==> config.mk <==
export PLATFORM = sky130hd
export DESIGN_NAME = serial_command_line_parser_flat
export DESIGN_NICKNAME = d
export VERILOG_FILES = /design/src/hw/rtl/scl_pkg.sv /design/src/hw/rtl/scl_stream_if.sv /design/src/hw/rtl/scl_ram.sv /design/src/hw/rtl/scl_field_unit.sv /design/src/hw/rtl/scl_ctrl.sv /design/src/hw/rtl/serial_command_line_parser.sv /design/src/flat_wrapper.sv
export SDC_FILE = /design/constraint.sdc
export NUM_CORES = 1
export LEC_CHECK = 0
export BUFFER_PORTS_ARGS = -buffer_cell sky130_fd_sc_hd__buf_2
export CORE_UTILIZATION = 35
export CTS_CLUSTER_DIAMETER = 150
export CTS_CLUSTER_SIZE = 12
export DETAILED_ROUTE_END_ITERATION = 8
export SYNTH_ARGS = -nofsm -noshare
export SYNTH_HDL_FRONTEND = slang
export SYNTH_SLANG_ARGS = --single-unit
==> constraint.sdc <==
create_clock -name clk_i -period 8.46 [get_ports clk_i]
set_clock_uncertainty 0.15 [all_clocks]
set_input_delay 0 -clock clk_i [delete_from_list [all_inputs] [get_ports clk_i]]
set_output_delay 0 -clock clk_i [all_outputs]
set_load 0.02 [all_outputs]
==> src/hw/rtl/scl_pkg.sv <==
// shared constants, codes and types of the serial command line parser
`timescale 1ns / 1ps

package scl_pkg;

  // line buffer and field store geometry
  localparam int LINE_BYTES = 64;
  localparam int MAX_FIELDS = 8;

  localparam int LINE_AW  = $clog2(LINE_BYTES);
  localparam int CNT_W    = $clog2(LINE_BYTES + 1);
  localparam int FIELD_AW = (MAX_FIELDS > 1) ? $clog2(MAX_FIELDS) : 1;
  localparam int FCNT_W   = $clog2(MAX_FIELDS + 1);
  localparam int IDX_W    = (LINE_AW > FIELD_AW) ? LINE_AW : FIELD_AW;

  // payload widths
  localparam int BYTE_W = 8;
  localparam int VAL_W  = 32;
  localparam int POS_W  = 7;
  localparam int KIND_W = 2;

  // character codes
  localparam logic [BYTE_W-1:0] CH_COLON = 8'h3A;
  localparam logic [BYTE_W-1:0] CH_SEMI  = 8'h3B;
  localparam logic [BYTE_W-1:0] CH_NL    = 8'h0A;
  localparam logic [BYTE_W-1:0] CH_SPACE = 8'h20;
  localparam logic [BYTE_W-1:0] CH_TAB   = 8'h09;
  localparam logic [BYTE_W-1:0] CH_VT    = 8'h0B;
  localparam logic [BYTE_W-1:0] CH_FF    = 8'h0C;
  localparam logic [BYTE_W-1:0] CH_CR    = 8'h0D;
  localparam logic [BYTE_W-1:0] CH_PLUS  = 8'h2B;
  localparam logic [BYTE_W-1:0] CH_MINUS = 8'h2D;
  localparam logic [BYTE_W-1:0] CH_ZERO  = 8'h30;
  localparam logic [BYTE_W-1:0] CH_NINE  = 8'h39;

  // result kinds
  typedef enum logic [KIND_W-1:0] {
    KIND_NAME     = 2'd0,
    KIND_FIELD    = 2'd1,
    KIND_OVERFLOW = 2'd2
  } kind_e;

  // sequencer states
  typedef enum logic [2:0] {
    ST_IDLE,
    ST_DECIDE,
    ST_READ,
    ST_LOAD,
    ST_WAIT
  } state_e;

  // field parse phases
  typedef enum logic [1:0] {
    PH_SKIP,
    PH_DIGITS,
    PH_IGNORE
  } phase_e;

  // command from the sequencer to the field unit
  typedef struct packed {
    logic              feed;
    logic              clear;
    logic [BYTE_W-1:0] data;
  } field_cmd_t;

endpackage

==> src/hw/rtl/scl_stream_if.sv <==
// valid/ready channel interfaces for received bytes and parser results
`timescale 1ns / 1ps

interface scl_rx_if import scl_pkg::*; ();
  logic              valid;
  logic              ready;
  logic [BYTE_W-1:0] rx_byte;

  modport source (output valid, output rx_byte, input ready);
  modport sink (input valid, input rx_byte, output ready);
endinterface

interface scl_res_if import scl_pkg::*; ();
  logic                    valid;
  logic                    ready;
  logic [KIND_W-1:0]       kind;
  logic [BYTE_W-1:0]       name_char;
  logic signed [VAL_W-1:0] field_value;
  logic [POS_W-1:0]        position;
  logic                    last;

  modport source (output valid, output kind, output name_char, output field_value,
                  output position, output last, input ready);
  modport sink (input valid, input kind, input name_char, input field_value,
                input position, input last, output ready);
endinterface

==> src/hw/rtl/scl_ram.sv <==
// generic single write port ram with registered read
`timescale 1ns / 1ps

module scl_ram #(
  parameter int WIDTH = 8,
  parameter int DEPTH = 64
) (
  input  logic                                      clk_i,
  input  logic                                      we_i,
  input  logic [((DEPTH > 1) ? $clog2(DEPTH) : 1)-1:0] waddr_i,
  input  logic [WIDTH-1:0]                          wdata_i,
  input  logic [((DEPTH > 1) ? $clog2(DEPTH) : 1)-1:0] raddr_i,
  output logic [WIDTH-1:0]                          rdata_o
);

  logic [WIDTH-1:0] mem_q [DEPTH];

  // write port
  always_ff @(posedge clk_i) begin
    if (we_i) begin
      mem_q[waddr_i] <= wdata_i;
    end
  end

  // registered read port
  always_ff @(posedge clk_i) begin
    rdata_o <= mem_q[raddr_i];
  end

endmodule

==> src/hw/rtl/scl_field_unit.sv <==
// atoi style field accumulator with a shift-add multiply by ten
`timescale 1ns / 1ps

module scl_field_unit import scl_pkg::*; (
  input  logic             clk_i,
  input  logic             rst_ni,
  input  field_cmd_t       cmd_i,
  output logic [VAL_W-1:0] value_o
);

  phase_e           phase_q, phase_d;
  logic             neg_q, neg_d;
  logic [VAL_W-1:0] acc_q, acc_d;

  logic             is_ws;
  logic             is_sign;
  logic             is_digit;
  logic [BYTE_W-1:0] digit_val;
  logic [VAL_W-1:0] acc_times_ten;

  // byte classes
  always_comb begin
    is_ws    = (cmd_i.data == CH_SPACE) || (cmd_i.data == CH_TAB) ||
               (cmd_i.data == CH_VT) || (cmd_i.data == CH_FF) ||
               (cmd_i.data == CH_CR);
    is_sign  = (cmd_i.data == CH_PLUS) || (cmd_i.data == CH_MINUS);
    is_digit = (cmd_i.data >= CH_ZERO) && (cmd_i.data <= CH_NINE);
    digit_val = cmd_i.data - CH_ZERO;
  end

  // acc * 10 as two shifts and an add, wrapping at 32 bits
  assign acc_times_ten = (acc_q << 3) + (acc_q << 1);

  // next parse state
  always_comb begin
    phase_d = phase_q;
    neg_d   = neg_q;
    acc_d   = acc_q;
    if (cmd_i.clear) begin
      phase_d = PH_SKIP;
      neg_d   = 1'b0;
      acc_d   = '0;
    end else if (cmd_i.feed) begin
      if ((phase_q == PH_SKIP) && is_ws) begin
        phase_d = PH_SKIP;
      end else if ((phase_q == PH_SKIP) && is_sign) begin
        neg_d   = (cmd_i.data == CH_MINUS);
        phase_d = PH_DIGITS;
      end else if ((phase_q != PH_IGNORE) && is_digit) begin
        acc_d   = acc_times_ten + VAL_W'(digit_val[3:0]);
        phase_d = PH_DIGITS;
      end else begin
        phase_d = PH_IGNORE;
      end
    end
  end

  always_ff @(posedge clk_i or negedge rst_ni) begin
    if (!rst_ni) begin
      phase_q <= PH_SKIP;
      neg_q   <= 1'b0;
      acc_q   <= '0;
    end else begin
      phase_q <= phase_d;
      neg_q   <= neg_d;
      acc_q   <= acc_d;
    end
  end

  // signed value of the field closed now
  assign value_o = neg_q ? (~acc_q + VAL_W'(1)) : acc_q;

endmodule

==> src/hw/rtl/scl_ctrl.sv <==
// line sequencer: byte intake, name and field runs, output register
`timescale 1ns / 1ps

module scl_ctrl import scl_pkg::*; (
  input  logic                clk_i,
  input  logic                rst_ni,
  scl_rx_if.sink              rx_i,
  scl_res_if.source           res_o,
  output field_cmd_t          field_cmd_o,
  output logic                line_we_o,
  output logic [LINE_AW-1:0]  line_waddr_o,
  output logic [BYTE_W-1:0]   line_wdata_o,
  output logic [LINE_AW-1:0]  line_raddr_o,
  input  logic [BYTE_W-1:0]   line_rdata_i,
  output logic                fld_we_o,
  output logic [FIELD_AW-1:0] fld_waddr_o,
  output logic [FIELD_AW-1:0] fld_raddr_o,
  input  logic [VAL_W-1:0]    fld_rdata_i
);

  state_e            state_q, state_d;
  logic [BYTE_W-1:0] byte_q, byte_d;
  logic [CNT_W-1:0]  count_q, count_d;
  logic              name_taken_q, name_taken_d;
  logic [FCNT_W-1:0] fcount_q, fcount_d;
  logic [IDX_W-1:0]  idx_q, idx_d;
  logic              run_name_q, run_name_d;

  logic              out_valid_q, out_valid_d;
  kind_e             out_kind_q, out_kind_d;
  logic [BYTE_W-1:0] out_char_q, out_char_d;
  logic [VAL_W-1:0]  out_val_q, out_val_d;
  logic [POS_W-1:0]  out_pos_q, out_pos_d;
  logic              out_last_q, out_last_d;

  logic rx_fire;
  logic res_fire;
  logic is_full;
  logic is_colon;
  logic is_nl;
  logic is_sep;
  logic take_name;
  logic fields_open;
  logic name_last;
  logic field_last;

  // byte decode
  always_comb begin
    rx_fire     = rx_i.valid && rx_i.ready;
    res_fire    = res_o.valid && res_o.ready;
    is_full     = (count_q == CNT_W'(LINE_BYTES));
    is_colon    = (byte_q == CH_COLON);
    is_nl       = (byte_q == CH_NL);
    is_sep      = is_colon || is_nl || (byte_q == CH_SEMI);
    take_name   = is_colon && !name_taken_q && (count_q != '0);
    fields_open = (fcount_q < FCNT_W'(MAX_FIELDS));
    name_last   = ((CNT_W'(idx_q) + CNT_W'(2)) == count_q);
    field_last  = ((FCNT_W'(idx_q) + FCNT_W'(1)) == fcount_q);
  end

  // next state
  always_comb begin
    state_d = state_q;
    unique case (state_q)
      ST_IDLE: begin
        if (rx_fire) state_d = ST_DECIDE;
      end
      ST_DECIDE: begin
        if (is_full) state_d = ST_WAIT;
        else if (take_name || (is_sep && is_nl)) state_d = ST_READ;
        else state_d = ST_IDLE;
      end
      ST_READ: state_d = ST_LOAD;
      ST_LOAD: state_d = ST_WAIT;
      ST_WAIT: begin
        if (res_fire) state_d = out_last_q ? ST_IDLE : ST_READ;
      end
      default: state_d = ST_IDLE;
    endcase
  end

  // state outputs and strobes
  always_comb begin
    rx_i.ready         = (state_q == ST_IDLE);
    line_we_o          = 1'b0;
    fld_we_o           = 1'b0;
    field_cmd_o.feed   = 1'b0;
    field_cmd_o.clear  = 1'b0;
    field_cmd_o.data   = byte_q;
    unique case (state_q)
      ST_IDLE: begin
        line_we_o = rx_fire && !is_full;
      end
      ST_DECIDE: begin
        if (is_full || take_name) begin
          field_cmd_o.clear = 1'b1;
        end else if (is_sep) begin
          field_cmd_o.clear = 1'b1;
          fld_we_o          = fields_open;
        end else begin
          field_cmd_o.feed = 1'b1;
        end
      end
      ST_READ, ST_LOAD, ST_WAIT: begin
        line_we_o = 1'b0;
      end
      default: begin
        line_we_o = 1'b0;
      end
    endcase
  end

  // store addresses
  assign line_waddr_o = count_q[LINE_AW-1:0];
  assign line_wdata_o = rx_i.rx_byte;
  assign line_raddr_o = idx_q[LINE_AW-1:0];
  assign fld_waddr_o  = fcount_q[FIELD_AW-1:0];
  assign fld_raddr_o  = idx_q[FIELD_AW-1:0];

  // line bookkeeping and output register
  always_comb begin
    byte_d       = byte_q;
    count_d      = count_q;
    name_taken_d = name_taken_q;
    fcount_d     = fcount_q;
    idx_d        = idx_q;
    run_name_d   = run_name_q;
    out_valid_d  = out_valid_q;
    out_kind_d   = out_kind_q;
    out_char_d   = out_char_q;
    out_val_d    = out_val_q;
    out_pos_d    = out_pos_q;
    out_last_d   = out_last_q;

    if (rx_fire) byte_d = rx_i.rx_byte;

    if (state_q == ST_DECIDE) begin
      if (is_full) begin
        // line overflow: drop the byte and start over
        count_d      = '0;
        name_taken_d = 1'b0;
        fcount_d     = '0;
        out_valid_d  = 1'b1;
        out_kind_d   = KIND_OVERFLOW;
        out_char_d   = '0;
        out_val_d    = '0;
        out_pos_d    = POS_W'(count_q);
        out_last_d   = 1'b1;
      end else begin
        count_d = count_q + CNT_W'(1);
        if (take_name) begin
          name_taken_d = 1'b1;
          fcount_d     = '0;
          idx_d        = '0;
          run_name_d   = 1'b1;
        end else if (is_sep) begin
          if (fields_open) fcount_d = fcount_q + FCNT_W'(1);
          if (is_nl) begin
            idx_d      = '0;
            run_name_d = 1'b0;
          end
        end
      end
    end

    // load one result from the registered store read
    if (state_q == ST_LOAD) begin
      out_valid_d = 1'b1;
      out_pos_d   = POS_W'(idx_q);
      if (run_name_q) begin
        out_kind_d = KIND_NAME;
        out_char_d = line_rdata_i;
        out_val_d  = '0;
        out_last_d = name_last;
      end else begin
        out_kind_d = KIND_FIELD;
        out_char_d = '0;
        out_val_d  = fld_rdata_i;
        out_last_d = field_last;
      end
    end

    // transaction taken: advance the run or end it; the last field result also closes the line
    if ((state_q == ST_WAIT) && res_fire) begin
      out_valid_d = 1'b0;
      if (out_last_q) begin
        if (!run_name_q) begin
          count_d      = '0;
          name_taken_d = 1'b0;
          fcount_d     = '0;
        end
      end else begin
        idx_d = idx_q + IDX_W'(1);
      end
    end
  end

  // control registers
  always_ff @(posedge clk_i or negedge rst_ni) begin
    if (!rst_ni) begin
      state_q      <= ST_IDLE;
      count_q      <= '0;
      name_taken_q <= 1'b0;
      fcount_q     <= '0;
      idx_q        <= '0;
      run_name_q   <= 1'b0;
      out_valid_q  <= 1'b0;
    end else begin
      state_q      <= state_d;
      count_q      <= count_d;
      name_taken_q <= name_taken_d;
      fcount_q     <= fcount_d;
      idx_q        <= idx_d;
      run_name_q   <= run_name_d;
      out_valid_q  <= out_valid_d;
    end
  end

  // payload registers
  always_ff @(posedge clk_i) begin
    byte_q     <= byte_d;
    out_kind_q <= out_kind_d;
    out_char_q <= out_char_d;
    out_val_q  <= out_val_d;
    out_pos_q  <= out_pos_d;
    out_last_q <= out_last_d;
  end

  // result channel
  assign res_o.valid       = out_valid_q;
  assign res_o.kind        = out_kind_q;
  assign res_o.name_char   = out_char_q;
  assign res_o.field_value = out_val_q;
  assign res_o.position    = out_pos_q;
  assign res_o.last        = out_last_q;

endmodule

==> src/hw/rtl/serial_command_line_parser.sv <==
// top level of the serial command line parser
`timescale 1ns / 1ps

// Parses lines of the form name:v1;v2\n one received byte per transaction.
// A byte that causes no result passes through intake and decode only; the
// block takes no new byte until every result of the current one has been
// delivered. Each name byte or field value passes through the registered read
// of the line or field store and then the single result register, where a
// stall on the result side can hold it. A line overflow is loaded into the
// result register straight from decode. No clearing pass is needed after reset.
module serial_command_line_parser import scl_pkg::*; (
  input  logic      clk_i,
  input  logic      rst_ni,
  scl_rx_if.sink    rx_i,
  scl_res_if.source res_o
);

  field_cmd_t          field_cmd;
  logic [VAL_W-1:0]    field_value;
  logic                line_we;
  logic [LINE_AW-1:0]  line_waddr;
  logic [BYTE_W-1:0]   line_wdata;
  logic [LINE_AW-1:0]  line_raddr;
  logic [BYTE_W-1:0]   line_rdata;
  logic                fld_we;
  logic [FIELD_AW-1:0] fld_waddr;
  logic [FIELD_AW-1:0] fld_raddr;
  logic [VAL_W-1:0]    fld_rdata;

  // sequencer
  scl_ctrl u_ctrl (
    .clk_i        (clk_i),
    .rst_ni       (rst_ni),
    .rx_i         (rx_i),
    .res_o        (res_o),
    .field_cmd_o  (field_cmd),
    .line_we_o    (line_we),
    .line_waddr_o (line_waddr),
    .line_wdata_o (line_wdata),
    .line_raddr_o (line_raddr),
    .line_rdata_i (line_rdata),
    .fld_we_o     (fld_we),
    .fld_waddr_o  (fld_waddr),
    .fld_raddr_o  (fld_raddr),
    .fld_rdata_i  (fld_rdata)
  );

  // field parser
  scl_field_unit u_field (
    .clk_i   (clk_i),
    .rst_ni  (rst_ni),
    .cmd_i   (field_cmd),
    .value_o (field_value)
  );

  // line buffer
  scl_ram #(
    .WIDTH (BYTE_W),
    .DEPTH (LINE_BYTES)
  ) u_line_ram (
    .clk_i   (clk_i),
    .we_i    (line_we),
    .waddr_i (line_waddr),
    .wdata_i (line_wdata),
    .raddr_i (line_raddr),
    .rdata_o (line_rdata)
  );

  // closed field values
  scl_ram #(
    .WIDTH (VAL_W),
    .DEPTH (MAX_FIELDS)
  ) u_field_ram (
    .clk_i   (clk_i),
    .we_i    (fld_we),
    .waddr_i (fld_waddr),
    .wdata_i (field_value),
    .raddr_i (fld_raddr),
    .rdata_o (fld_rdata)
  );

  // intake and result delivery never overlap
  assert property (@(posedge clk_i) disable iff (!rst_ni)
    !(rx_i.ready && res_o.valid))
    else $error("byte intake open while a result is pending");

  // an accepted byte is always decoded before the next one
  assert property (@(posedge clk_i) disable iff (!rst_ni)
    (rx_i.valid && rx_i.ready) |=> !rx_i.ready)
    else $error("byte accepted in back-to-back cycles");

  // overflow is a single result with no value
  assert property (@(posedge clk_i) disable iff (!rst_ni)
    (res_o.valid && (res_o.kind == KIND_OVERFLOW)) |-> (res_o.last && (res_o.field_value == '0)))
    else $error("malformed overflow result");

  // within a run each result needs a fresh store read
  assert property (@(posedge clk_i) disable iff (!rst_ni)
    (res_o.valid && res_o.ready && !res_o.last) |=> !res_o.valid)
    else $error("result presented without a store read");

endmodule

==> src/flat_wrapper.sv <==
// flat-port wrapper written by rule: the top's interface ports become plain ports
module serial_command_line_parser_flat import scl_pkg::*;
  (clk_i, rst_ni, rx_i_valid, rx_i_rx_byte, rx_i_ready, res_o_valid, res_o_kind, res_o_name_char, res_o_field_value, res_o_position, res_o_last, res_o_ready);
  scl_rx_if rx_i_i ();
  scl_res_if res_o_i ();
  input  logic clk_i;
  input  logic rst_ni;
  input wire logic [$bits(rx_i_i.valid)-1:0] rx_i_valid;
  input wire logic [$bits(rx_i_i.rx_byte)-1:0] rx_i_rx_byte;
  output wire logic [$bits(rx_i_i.ready)-1:0] rx_i_ready;
  output wire logic [$bits(res_o_i.valid)-1:0] res_o_valid;
  output wire logic [$bits(res_o_i.kind)-1:0] res_o_kind;
  output wire logic [$bits(res_o_i.name_char)-1:0] res_o_name_char;
  output wire logic [$bits(res_o_i.field_value)-1:0] res_o_field_value;
  output wire logic [$bits(res_o_i.position)-1:0] res_o_position;
  output wire logic [$bits(res_o_i.last)-1:0] res_o_last;
  input wire logic [$bits(res_o_i.ready)-1:0] res_o_ready;
  assign rx_i_i.valid = rx_i_valid;
  assign rx_i_i.rx_byte = rx_i_rx_byte;
  assign rx_i_ready = rx_i_i.ready;
  assign res_o_valid = res_o_i.valid;
  assign res_o_kind = res_o_i.kind;
  assign res_o_name_char = res_o_i.name_char;
  assign res_o_field_value = res_o_i.field_value;
  assign res_o_position = res_o_i.position;
  assign res_o_last = res_o_i.last;
  assign res_o_i.ready = res_o_ready;
  serial_command_line_parser u_core (.clk_i(clk_i), .rst_ni(rst_ni), .rx_i(rx_i_i), .res_o(res_o_i));
endmodule
== After elaboration in Yosys (flattened, before gate mapping) ==
Memory sizes are Yosys's and may differ from the RTL's. A register that Yosys moved wholly into a read port is not among the register bits.
Cells that the tools add are included.

* Divide/modulo/power cells: 0
* Shifts and indexed selects: 0
* Add/sub/neg operators: 9
* Equal/unequal tests: 22
* Muxes and demuxes: 84
* Bitwise operators: 2
* Reductions and logical operators: 41
* Multipliers: 0
* Magnitude comparators: 3

{| class="wikitable"
|+ Operator list
! operator !! count
|-
| 32-bit 2-to-1 mux || 10
|-
| 6-bit 2-to-1 mux || 10
|-
| 8-bit by 4-bit == test with 1-bit output, second input constant || 5
|-
| 8-bit by 6-bit == test with 1-bit output, second input constant || 5
|-
| 7-bit 2-to-1 mux || 5
|-
| 32-bit by 1-bit adder with 32-bit output, second input constant || 1
|-
| 32-bit adder || 1
|-
| 32-bit by 4-bit adder with 32-bit output || 1
|-
| 1-bit 2-to-1 mux || 32
|-
| 4-bit 2-to-1 mux || 8
|-
| 8-bit 2-to-1 mux || 4
|-
| 32-bit NOT || 1
|-
| 2-bit 2-to-1 mux || 11
|-
| 3-bit case mux with 5 select lines || 1
|-
| 2-bit nonzero test || 7
|-
| 1-bit logical AND || 11
|-
| 1-bit logical OR || 9
|-
| 3-bit 2-to-1 mux || 3
|-
| 4-bit by 1-bit adder with 4-bit output, second input constant || 2
|-
| 8-bit by 6-bit >= comparator with 1-bit output, second input constant || 1
|-
| 8-bit by 6-bit <= comparator with 1-bit output, second input constant || 1
|-
| 2-bit AND reduction || 4
|-
| 4-bit AND reduction || 2
|-
| 6-bit by 2-bit adder with 7-bit output, second input constant || 1
|-
| 19 further kinds || 25
|}

* Bits in writable memories: 768
* Memories: 2
* Latch bits: 0
* Logic and storage cells: 180
* Output and inout bits: 52
* Memory bits (read-only): 0
* Register bits after elaboration: 116

{| class="wikitable"
|+ Memories
! memory !! words !! width !! rd ports !! clocked after memory_dff !! wr ports !! RTL line !! text
|-
| u_core.u_line_ram.mem_q || 64 || 8 || 1 || 1 || 1 || scl_ram.sv:16 || <nowiki>logic [WIDTH-1:0] mem_q [DEPTH];</nowiki>
|-
| u_core.u_field_ram.mem_q || 8 || 32 || 1 || 1 || 1 || scl_ram.sv:16 ||
|}

== Depth between registers and ports, before layout ==
Gate-level depths: netlist of run 1.

* Depth in word-level cells: 10
* Mapped depth: 13
* Gate-level depth less buffers: 12

== Cells and area by module ==
From an unflattened synthesis of run 1, not the netlist that was laid out.

* Cell total of the unflattened synthesis: 2,220
* Area total of the unflattened synthesis: 38,777.2 µm²

{| class="wikitable"
|+ Modules (own cells, without submodules)
! module !! area an instance (µm²) !! cells an instance !! sequential area each (µm²) !! times used
|-
| scl_ram at u_core.u_line_ram || 20,166.8 || 940 || 15,534.9 || 1
|-
| scl_ram at u_core.u_field_ram || 10,466.3 || 415 || 8,328.0 || 1
|-
| scl_field_unit || 4,322.9 || 549 || 875.8 || 1
|-
| scl_ctrl || 3,821.2 || 316 || 2,307.2 || 1
|}

== Worst setup path after synthesis of run 1 ==
OpenSTA, ideal clock, no wires.

* Kind: register to register
* Start: register u_core.u_ctrl.count_q[1]
* End: memory u_core.u_field_ram.mem_q[0][0] in the netlist's numbering (enable)
* Cell stages (with the launch flop): 9
* Buffers on the path: 1
* Arrival time: 3.873 ns
* Setup time: 0.461 ns
* Required time: 7.849 ns
* Slack: 3.976 ns
* Clock period less this slack: 4.484 ns
* Path through: dfrtp_1 > clkbuf_1 > inv_1 > ha_1 > nor3b_1 > nand3_1 > o21ai_1 > or3_1 > nor3_1

* Cells in the longest elaborated chain, start to end: 7
* Elaborated cells between the ends (all ways): 8
* Classes of those cells: eq/ne (1); mux (4); reduce/logical (3)

{| class="wikitable"
|+ Ends and longest elaborated chain
! element !! RTL line !! text
|-
| start, declared || scl_ctrl.sv:23 || <nowiki>logic [CNT_W-1:0] count_q, count_d;</nowiki>
|-
| start signal, assigned || scl_ctrl.sv:210 || <nowiki>count_q <= count_d;</nowiki>
|-
| 7-bit nonzero test || scl_ctrl.sv:55 || <nowiki>take_name = is_colon && !name_taken_q && (count_q != '0);</nowiki>
|-
| 1-bit logical AND || scl_ctrl.sv:55 ||
|-
| 1-bit logical OR (*) || scl_ctrl.sv:95 || <nowiki>if (is_full || take_name) begin</nowiki>
|-
| 1-bit 2-to-1 mux (*) || scl_ctrl.sv:95 ||
|-
| 1-bit 2-to-1 mux (*) || scl_ctrl.sv:90 || <nowiki>unique case (state_q)</nowiki>
|-
| 1-bit 2-to-1 mux (*) || scl_ram.sv:20 || <nowiki>if (we_i) begin</nowiki>
|-
| 1-bit 2-to-1 mux (implied by the code) (*) || scl_ram.sv:21 || <nowiki>mem_q[waddr_i] <= wdata_i;</nowiki>
|-
| end, declared || scl_ram.sv:16 ||
|}

Every way passes the cells marked *; elsewhere a longest branch is shown, timed or not.

== Final worst setup path of run 1 ==
* Start: register u_core.u_field.acc_q[0]
* End: register u_core.u_field.acc_q[31]

* Cells in the longest elaborated chain, start to end: 7

{| class="wikitable"
|+ Ends and longest elaborated chain
! element !! RTL line !! text
|-
| start, declared || scl_field_unit.sv:13 || <nowiki>logic [VAL_W-1:0] acc_q, acc_d;</nowiki>
|-
| start signal, assigned || scl_field_unit.sv:62 || <nowiki>acc_q <= '0;</nowiki>
|-
| start signal, assigned || scl_field_unit.sv:66 || <nowiki>acc_q <= acc_d;</nowiki>
|-
| 32-bit adder || scl_field_unit.sv:32 || <nowiki>assign acc_times_ten = (acc_q << 3) + (acc_q << 1);</nowiki>
|-
| 32-bit by 4-bit adder with 32-bit output || scl_field_unit.sv:50 || <nowiki>acc_d = acc_times_ten + VAL_W'(digit_val[3:0]);</nowiki>
|-
| 32-bit 2-to-1 mux || scl_field_unit.sv:49 || <nowiki>end else if ((phase_q != PH_IGNORE) && is_digit) begin</nowiki>
|-
| 32-bit 2-to-1 mux || scl_field_unit.sv:46 || <nowiki>end else if ((phase_q == PH_SKIP) && is_sign) begin</nowiki>
|-
| 32-bit 2-to-1 mux || scl_field_unit.sv:44 || <nowiki>if ((phase_q == PH_SKIP) && is_ws) begin</nowiki>
|-
| 32-bit 2-to-1 mux || scl_field_unit.sv:43 || <nowiki>end else if (cmd_i.feed) begin</nowiki>
|-
| 32-bit 2-to-1 mux || scl_field_unit.sv:39 || <nowiki>if (cmd_i.clear) begin</nowiki>
|}

No other way between the ends. The select of a mux whose other input is x is not followed.
A chain may end at the register's enable or synchronous reset.

==> flow_summary.toml, run 1 <==
[run_status]
outcome = "complete, no violations"

[synth]
synth_area_leaders = "edfxtp_1, mux4_2, dfrtp_1"
yosysSeqAreaShare = 0.718
synth_seq_cells = 924
synthFlopType = "edfxtp_1"
synth_top_area_share = 0.657
synth-edff-count = 825
synth_cell_types = 74
netlist_area_um2 = 37700
synthesis.nets = 2202
syn_inst = 2124
yosys_warnings = 0
syn_area_per_cell_um2 = 17.7
yosys.area.top_type = "edfxtp_1"
synth_async_sr_flop_share = 0.0628

[critical_path]
path_buf_inv = 2
worstSetupPathType = "flip-flop to flip-flop"
cp_top_family = "compound AO/OA/AOI/OAI gates"
slowest_delay_ns = 0.58
cp_data_arrival_time_ns = 4.18
cpMostUsedCell = "inv_1"
worst-path-max-fanout = 13
start_kind = "flip-flop"
crit_chain = "inv_1 > fa_1 > inv_1 > ha_1 > a21oi_2 > o211ai_2 > a211o_4 > a2111oi_4 > o21bai_2 > a41oi_1 > xnor2_1 > a22o_1"
rrSetupSlack_ns = 4.66
slowest_stage = "fa_1"
crit_required_ns = 8.84
end_kind = "flip-flop"

[layout]
drive_above_1_share = 0.187
final_nets = 2295
multi_input_area_um2 = 10200
register_area_um2 = 27100
layout_common_cells = "edfxtp_1, mux4_2, nor2_1"
final_common_cell = "edfxtp_1"
syn2layout_area_growth_pct = 12.5
num_antenna_cells = 0
fillCellCount = 9579
final_util = 0.397

[power]
pwr-share-comb = 0.134
power_density_nw_per_um2 = 253
ir_worst_vdd_mv = 0.157
total_power_mw = 10.7
seqPwrFrac = 0.526
clkPwrFrac = 0.340
p_sw_mw = 2.78
power.share.switching = 0.260
intPower_mw = 7.93
leakage_nw = 13.9

[clocking]
cts_sinks = 924
root_buffer = "clkbuf_16"
clk_pin_slew_ns = 0.06
cts_buffers = 87
worstSkewPairLatency_ns = 0.66
clk_path_buf_depth = 3
h-tree-depth = 3
cts_tree = "yes"
postCtsSetupBuffers = 0

[route]
routedWlPerCell_um = 22.5
dr.pass1.iters = 5
drt-initial-drc-count = 2033
vias = 19400
via_per_inst = 5.26
route.detailed.drc = 0
ant_nets = 0
wirelength_um = 83100

[floorplanning]
die_y_um = 330
core_um2 = 107000
pin_count = 64
start_util = 0.353
dieWidth_um = 330
row_count = 120
design.die.area_um2 = 109000

[place]
io_buffers = 63
dp_hpwl_um = 48900
routabilityCongestion = 0.832

[timing]
slew_viol_final = 0
max_freq_mhz = 263
grt_setup_unrepaired = "no"
tightest_slew_ns = 1.04
finalCritPeriodShare = 0.450
setup-tns-final_ns = 0
setup_viol = 0
timing.slew.headroom = 0.309
fin_crit_ns = 3.80
finalHoldViolCount = 0

[min_path]
hp-class = "primary input to flip-flop"

[grt]
first_global_vias = 20000
antenna_found_initial = 2
grt_max_degree = 106
grt_pass1_wl_um = 126000
gr-total-overflow = 0
track_usage = 0.152

[job]
max_cap_viol_count = 0
[worst reg2reg max path, cell delays in order, from the launching register on]
cell       delay, ns
dfrtp_1         0.55
inv_1           0.14
fa_1            0.58
inv_1           0.07
ha_1            0.28
a21oi_2         0.18
o211ai_2        0.16
a211o_4         0.40
a2111oi_4       0.42
o21bai_2        0.19
a41oi_1         0.28
xnor2_1         0.09
a22o_1          0.19
[layer usage]
layer  vias to the layer above  GRT usage  wire (um)
met5                         -          0          0
met4                         0     0.0366       1360
met3                        94     0.0240       5000
met2                       607      0.248      40000
met1                     10100      0.213      36700
li1                       8616          -          -
[layout make-up]
type | count | share of cell area
clock inverters | 8 | 0.00396
multi-input cells | 1071 | 0.240
well taps | 1403 | 0.0414
clock buffers | 147 | 0.0572
inverters | 23 | 0.00204
repair buffers | 110 | 0.0171
flip-flops and latches | 924 | 0.638
[final timing paths]
| kind | start | endpoint | cells after the start |
|---|---|---|---|
| max reg2reg | u_core.u_field.acc_q[0]$_DFFE_PN0P_ | u_core.u_field.acc_q[31]$_DFFE_PN0P_ | 12 |
| min reg2reg | u_core.u_field_ram.rdata_o[7]$_DFF_P_ | u_core.u_ctrl.res_o.field_value[7]$_SDFFCE_PP0P_ | 1 |
| max in group asynchronous | rst_ni | u_core.u_ctrl.line_raddr_o[1]$_DFF_PN0_ | 4 |
| max | u_core.u_field.acc_q[0]$_DFFE_PN0P_ | u_core.u_field.acc_q[31]$_DFFE_PN0P_ | 12 |
| min in group asynchronous | rst_ni | u_core.u_field.acc_q[24]$_DFFE_PN0P_ | 4 |
| min | rx_i_valid | u_core.u_ctrl.state_q[0]$_DFFE_PN0P_ | 4 |
[flip-flops by register name, summed over array words and instances (netlist names)]
register,count
u_core.u_ctrl.byte_q,8
u_core.u_line_ram.mem_q,512
u_core.u_field.neg_q,1
u_core.u_ctrl.res_o.last,1
u_core.u_field.acc_q,32
u_core.u_line_ram.rdata_o,8
u_core.u_ctrl.res_o.valid,1
u_core.u_ctrl.res_o.position,7
u_core.u_ctrl.res_o.name_char,8
u_core.u_ctrl.name_taken_q,1
u_core.u_ctrl.count_q,7
u_core.u_ctrl.fcount_q,4
u_core.u_field_ram.rdata_o,32
u_core.u_ctrl.res_o.kind,2
u_core.u_ctrl.res_o.field_value,32
u_core.u_field_ram.mem_q,256
u_core.u_ctrl.state_q,3
u_core.u_ctrl.line_raddr_o,6
u_core.u_ctrl.run_name_q,1
u_core.u_field.phase_q,2
[power groups by stage]
stage          Clock (mW)  Sequential [mW]  Combinational (mW)
3_3_place_gp            0             5.72                1.37
6_report             3.64             5.64                1.44
4_1_cts              3.72             5.64                1.45
5_1_grt              3.88             5.65                1.57
2_1_floorplan           0             5.66               0.932
3_5_place_dp            0             5.73                1.44
[kinds of logic (layout without fill, tap and decap cells)]
group           Yosys count  in the layout  synth area share
flops                   924            924             0.718
xor+xnor                 77             77            0.0179
fa+ha+maj                66             66            0.0223
buf+inv                 129            288            0.0140
compound gates          279            279            0.0496
simple gates            358            358            0.0450
mux                     291            291             0.134
[metrics by stage]
| step | hold slack [ns] | instance area, um2 | setup WS [ns] | instances |
|---|---|---|---|---|
| 3_5_place_dp | 0.0926 | 39700 | 4.66 | 3519 |
| 6_report | 0.0661 | 42400 | 4.66 | 3686 |
| 5_1_grt | 0.0699 | 42400 | 4.44 | 3686 |
| 2_1_floorplan | -0.446 | 37700 | 3.98 | 2124 |
| 4_1_cts | 0.0347 | 42400 | 4.64 | 3686 |
| 3_3_place_gp | 0.0769 | 39700 | 4.67 | 3519 |
[cells in the mapped netlist, types with 19 or more instances]
library cell	instances
edfxtp_1	825
mux4_2	166
nor2_1	130
mux2i_1	90
nand2_1	90
clkbuf_1	66
a21oi_1	64
ha_1	64
xnor2_1	61
dfrtp_1	58
o21ai_0	46
dfxtp_1	41
and2_1	35
mux2_2	34
o21ai_1	27
buf_2	26
a22o_1	25
inv_1	20
nand3_1	19
[timing repair]
action / 4_1_cts / 5_1_grt
endpoints found under the hold margin: 599 / 0
setup endpoints to repair: 0 / 0
hold buffers: 12 / 0
resized for setup: 0 / 0
No activity file was read; power rests on OpenSTA's default activity.
==> run 2: changes to the inputs <==
- ABC_AREA: unset -> 1
- clock period: 8.46 -> 3.7 ns (I/O delays scaled with it)
==> run 2 against run 1 <==
Synthesized cell count rose by 71%. Hold slack better by 0.13 ns. Largest cell class unchanged. Count of clock-buffer cells in the layout decreased by 4. Sequential power up 120%. Global-route usage grew 2.3 points. Non-clock buffer count increased by 39. Critical path type unchanged. Sequential cell count unchanged.
==> flow_summary.toml, run 2 <==
[critical_path]
slowest_delay_ns = 0.70
crit_required_ns = 3.82
worst-path-max-fanout = 9
reg2reg_depth = 9
crit_chain = "inv_1 > ha_1 > nand3_2 > nor2_4 > inv_2 > nand2_1 > inv_2 > nand2_1 > nor2_1"
reg2reg_from = "u_core.u_ctrl.count_q[0]$_DFF_PN0_"
path_buf_inv = 3
cp_top_family = "simple AND/OR/NAND/NOR gates"
slowest_stage = "nor2_1"
worstSetupPathType = "flip-flop to flip-flop"
end_kind = "flip-flop"
r2r_end = "u_core.u_line_ram.mem_q[38][3]$_DFFE_PP_"
crit_start = "u_core.u_ctrl.count_q[0]$_DFF_PN0_"
cp_data_arrival_time_ns = 3.19
rrSetupSlack_ns = 0.63
start_kind = "flip-flop"

[timing]
fin_crit_ns = 3.07
grt_setup_unrepaired = "no"
max_freq_mhz = 326
hold_ws_ns = 0.193
timing.slew.headroom = 0.253
setup-tns-final_ns = 0
setup_viol = 0
worst_slack_ns = 0.633
finalHoldViolCount = 0
tightest_slew_ns = 1.11
slew_viol_final = 0
finalCritPeriodShare = 0.829

[route]
highest_layer = "met4"
wirelength_um = 102000
routedWlPerCell_um = 19.5
route.detailed.drc = 0
wl_met2_um = 47500
vias = 26700
met3_length_um = 6520
via_per_inst = 5.07
dr.pass1.iters = 5
drt-initial-drc-count = 2442
ant_nets = 0
m1WireLength_um = 46500

[min_path]
hold_start = "res_o_ready"
hp-class = "primary input to flip-flop"
whs_path_depth = 5
hold_end = "u_core.u_ctrl.state_q[2]$_DFFE_PN0P_"

[synth]
synthFlopType = "edfxtp_1"
synth-edff-count = 825
yosys-top-cells-count = "edfxtp_1, nor2_1, nand2_1, o21ai_0, inv_1"
synth.most_common_cell = "edfxtp_1"
netlist_area_um2 = 39900
synth_seq_cells = 924
synth_top_area_share = 0.620
synthesis.nets = 3701
synth_cell_types = 44
syn_area_per_cell_um2 = 11.0
yosysSeqAreaShare = 0.677
yosys.area.top_type = "edfxtp_1"
synth_area_leaders = "edfxtp_1, nor2_1, o21ai_0"
syn_inst = 3623
yosys_warnings = 0
synth_async_sr_flop_share = 0.0628

[clocking]
h-tree-depth = 3
cts_tree = "yes"
cts_buffers = 86
cts_sinks = 924
worstSkewPairLatency_ns = 0.66
clk_pin_slew_ns = 0.07
postCtsSetupBuffers = 0
root_buffer = "clkbuf_16"
clk_path_buf_depth = 3

[grt]
antenna_found_initial = 1
track_usage = 0.175
first_global_vias = 25700
grt_max_degree = 132
gr-total-overflow = 0
grt_pass1_wl_um = 157000

[power]
p_sw_mw = 7.43
clkPwrFrac = 0.326
seqPwrFrac = 0.490
total_power_mw = 25.0
leakage_nw = 16.4
power.share.switching = 0.297
intPower_mw = 17.6
power_density_nw_per_um2 = 560
ir_worst_vdd_mv = 0.341
pwr-share-comb = 0.183

[place]
io_buffers = 63
routabilityCongestion = 0.859
dp_hpwl_um = 64100
placed_area_um2 = 42100
place_ws_ns = 0.635

[floorplanning]
row_count = 123
design.die.area_um2 = 115000
die_y_um = 340
start_util = 0.354
core_um2 = 113000
dieWidth_um = 340
pin_count = 64

[layout]
final_nets = 3771
postLayoutCellArea_um2 = 44700
fillCellCount = 10800
num_antenna_cells = 0
multi_input_area_um2 = 11200
top_register = "u_core.u_line_ram.mem_q"
syn2layout_area_growth_pct = 12.0
reg_top3 = "u_core.u_line_ram.mem_q (512), u_core.u_field_ram.mem_q (256)"
drive_above_1_share = 0.0823
final_common_cell = "edfxtp_1"
layout_common_cells = "edfxtp_1, nor2_1, nand2_1"
largest_reg_flops = 512
register_area_um2 = 27100

[job]
max_cap_viol_count = 0

[run_status]
outcome = "complete, no violations"
## run 2: what timing repair did
action                                 4_1_cts  5_1_grt
gates resized for setup                      0        0
hold buffers                                14        0
endpoints found under the hold margin      349        0
## run 2: area by class of cell
type / count / share of cell area
flip-flops and latches: 924 / 0.605
well taps: 1500 / 0.0420
inverters: 261 / 0.0221
repair buffers: 149 / 0.0259
multi-input cells: 2271 / 0.250
clock inverters: 6 / 0.00218
clock buffers: 143 / 0.0529
## run 2: per-stage QoR
step / cells / util
global route: 5254 / 0.396
finish: 5254 / 0.396
detailed placement: 5091 / 0.373
global placement: 5091 / 0.373
floorplan: 3623 / -
CTS: 5254 / 0.396
## run 2: per-layer routing
metal	GRT usage	vias up
met5	0	-
met1	0.249	13100
met4	0.0462	0
met2	0.281	760
li1	-	12700
met3	0.0243	120
## run 2: worst max path at each step
| stage | endpoint | slack (ns) | cells past startpoint |
|---|---|---|---|
| global placement | u_core.u_line_ram.mem_q[46][1]$_DFFE_PP_ | 0.74 | 9 |
| floorplan | u_core.u_field_ram.mem_q[2][0]$_DFFE_PP_ | -0.56 | 10 |
| global route | u_core.u_line_ram.mem_q[14][7]$_DFFE_PP_ | 0.49 | 9 |
| detailed placement | u_core.u_line_ram.mem_q[38][1]$_DFFE_PP_ | 0.63 | 9 |
| CTS | u_core.u_line_ram.mem_q[38][0]$_DFFE_PP_ | 0.60 | 9 |
| finish | u_core.u_line_ram.mem_q[38][3]$_DFFE_PP_ | 0.63 | 9 |
## run 2: tightest hold or removal path, stage by stage
cell and delay [ns]:
dlygate4sd3_1 0.53, buf_2 0.11, nand2_1 0.11, nand2_1 0.12, nand3_1 0.09
## run 2: power by group through the flow
stage                     clock network, mW  logic (mW)  registers (mW)
final                                  8.16        4.59            12.3
after global routing                   8.72        5.10            12.3
after CTS                              8.33        4.60            12.3
after detailed placement                  0        4.56            12.5
after global placement                    0        4.53            12.5
after floorplan                           0        3.15            12.3
## run 2: kinds of logic (layout without fill, tap and decap cells)
kind of cell    after synthesis  count (layout)  share of synthesized area
simple gates               1507            1507                      0.155
buf+inv                     428             559                     0.0443
fa+ha+maj                    66              66                     0.0211
mux                          12              12                    0.00301
xor+xnor                     44              44                    0.00965
compound gates              642             642                     0.0894
flops                       924             924                      0.677
==> run 3: changes to the inputs <==
- clock period: 3.7 -> 2.8 ns (I/O delays scaled with it)
==> run 3 against run 2 <==
Critical path depth fell by 2. Sequential share of layout area fell by 1.2 points. Via count fell by 0.20%. Highest routed layer unchanged. Core utilization rose by 0.80 points. Sequential power rose by 31%. Critical endpoint is now u_core.u_field_ram.mem_q[3][18]$_DFFE_PP_. Largest cell class unchanged.
==> flow_summary.toml, run 3 (synthesized netlist as in run 2, its figures left out) <==
[run_status]
outcome = "complete, no violations"

[critical_path]
worstSetupPathType = "flip-flop to flip-flop"
r2r_end = "u_core.u_field_ram.mem_q[3][18]$_DFFE_PP_"
reg2reg_from = "u_core.u_field.acc_q[1]$_DFFE_PN0P_"
end_kind = "flip-flop"
reg2reg_depth = 7
crit_start = "u_core.u_field.acc_q[1]$_DFFE_PN0P_"
worst-path-max-fanout = 8
rrSetupSlack_ns = 0.13
crit_required_ns = 2.99
cp_data_arrival_time_ns = 2.86
start_kind = "flip-flop"

[layout]
layout_common_cells = "edfxtp_1, nor2_1, nand2_1"
instances_no_fill = 5334
drive_above_1_share = 0.106
largest_reg_flops = 512
top_register = "u_core.u_line_ram.mem_q"
fillCellCount = 10600
postLayoutCellArea_um2 = 45600
final_nets = 3854
reg_top3 = "u_core.u_line_ram.mem_q (512), u_core.u_field_ram.mem_q (256)"
final_common_cell = "edfxtp_1"
num_antenna_cells = 0
syn2layout_area_growth_pct = 14.2

[min_path]
whs_path_depth = 2
hold_start = "rx_i_rx_byte[4]"
hp-class = "primary input to flip-flop"
hold_end = "u_core.u_line_ram.mem_q[58][4]$_DFFE_PP_"

[route]
via_per_inst = 4.99
vias = 26600
drt-initial-drc-count = 2628
dr.pass1.iters = 8
wirelength_um = 102000
route.detailed.drc = 0
routedWlPerCell_um = 19.1
ant_nets = 0

[clocking]
cts_buffers = 86
clk_path_buf_depth = 3
worstSkewPairLatency_ns = 0.65
clk_pin_slew_ns = 0.06
postCtsSetupBuffers = 0
h-tree-depth = 3
cts_tree = "yes"
root_buffer = "clkbuf_16"
cts_sinks = 924

[power]
total_power_mw = 33.3
leakage_nw = 16.9
ir_worst_vdd_mv = 0.549
power_density_nw_per_um2 = 729

[timing]
setup-tns-final_ns = 0
setup_viol = 0
timing.slew.headroom = 0.280
max_freq_mhz = 375
slew_viol_final = 0
tightest_slew_ns = 1.07
finalHoldViolCount = 0
worst_slack_ns = 0.131
finalCritPeriodShare = 0.953
fin_crit_ns = 2.67
grt_setup_unrepaired = "yes"

[grt]
track_usage = 0.173
gr-total-overflow = 0
grt_max_degree = 100
antenna_found_initial = 1
first_global_vias = 25700
grt_pass1_wl_um = 155000

[floorplanning]
pin_count = 64
dieWidth_um = 340
design.die.area_um2 = 115000
core_um2 = 113000
row_count = 123
start_util = 0.354
die_y_um = 340

[job]
max_cap_viol_count = 0

[place]
place_ws_ns = 0.0398
io_buffers = 63
placedCellCount = 5175
placed_area_um2 = 43000
dp_hpwl_um = 63700
routabilityCongestion = 0.862
run 3: cell count changes in the layout (fill, tap and decap cells not counted), moves of 3 or more:
cell,before,now
nor2_2,10,13
nor3_4,0,6
nor3_2,6,2
clkbuf_1,57,53
buf_4,60,129
buf_12,13,28
nor2_1,713,710
run 3: how the worst max path moves through the flow:
stage               slack, ns  cells after the start                                   endpoint
floorplan              -0.007                     10   u_core.u_field_ram.mem_q[3][0]$_DFFE_PP_
global placement         0.06                      8  u_core.u_field_ram.mem_q[7][22]$_DFFE_PP_
detailed placement       0.04                      8  u_core.u_field_ram.mem_q[4][22]$_DFFE_PP_
CTS                      0.01                      8  u_core.u_field_ram.mem_q[2][22]$_DFFE_PP_
global route           -0.003                      7  u_core.u_field_ram.mem_q[3][18]$_DFFE_PP_
finish                   0.13                      7  u_core.u_field_ram.mem_q[3][18]$_DFFE_PP_
run 3: where the power goes:
group / internal (mW) / total (mW) / switching, mW
combinational: 1.96 / 6.39 / 4.44
clock: 5.80 / 10.7 / 4.93
sequential: 15.7 / 16.1 / 0.403
total: 23.5 / 33.3 / 9.77
run 3: final cells by class:
| class | count | area [um2] | area share |
|---|---|---|---|
| repair buffers | 232 | 1960 | 0.0431 |
| clock buffers | 140 | 2380 | 0.0521 |
| clock inverters | 6 | 93.8 | 0.00206 |
| inverters | 261 | 992 | 0.0218 |
| flip-flops and latches | 924 | 27100 | 0.593 |
| well taps | 1500 | 1880 | 0.0411 |
| multi-input cells | 2271 | 11300 | 0.247 |
run 3: what timing repair did:
item                                    4_1_cts  5_1_grt
hold buffers                                 13        0
endpoints found under the hold margin       440        0
endpoints found under the setup margin        0       33
resized for setup                             0        6
run 3: per-layer routing:
| metal | track usage | vias to the layer above | share of wire |
|---|---|---|---|
| li1 | - | 12800 | - |
| met1 | 0.243 | 12900 | 0.46 |
| met2 | 0.276 | 722 | 0.46 |
| met3 | 0.0259 | 144 | 0.057 |
| met4 | 0.0521 | 0 | 0.024 |
| met5 | 0 | - | 0 |
run 3: stage by stage:
step	hold WS [ns]	utilization
3_5_place_dp	-0.0889	0.381
3_3_place_gp	-0.0915	0.381
5_1_grt	0.113	0.404
2_1_floorplan	-0.446	-
6_report	0.131	0.404
4_1_cts	0.0901	0.404
run 3: critical path, cell delays in order, from the launching register on:
cell     delay (ns)
dfrtp_1        0.42
inv_1          0.13
ha_1           0.20
nand3_1        0.17
nor2_1         0.14
nand4_1        0.20
o21ai_0        0.33
xor2_1         0.63
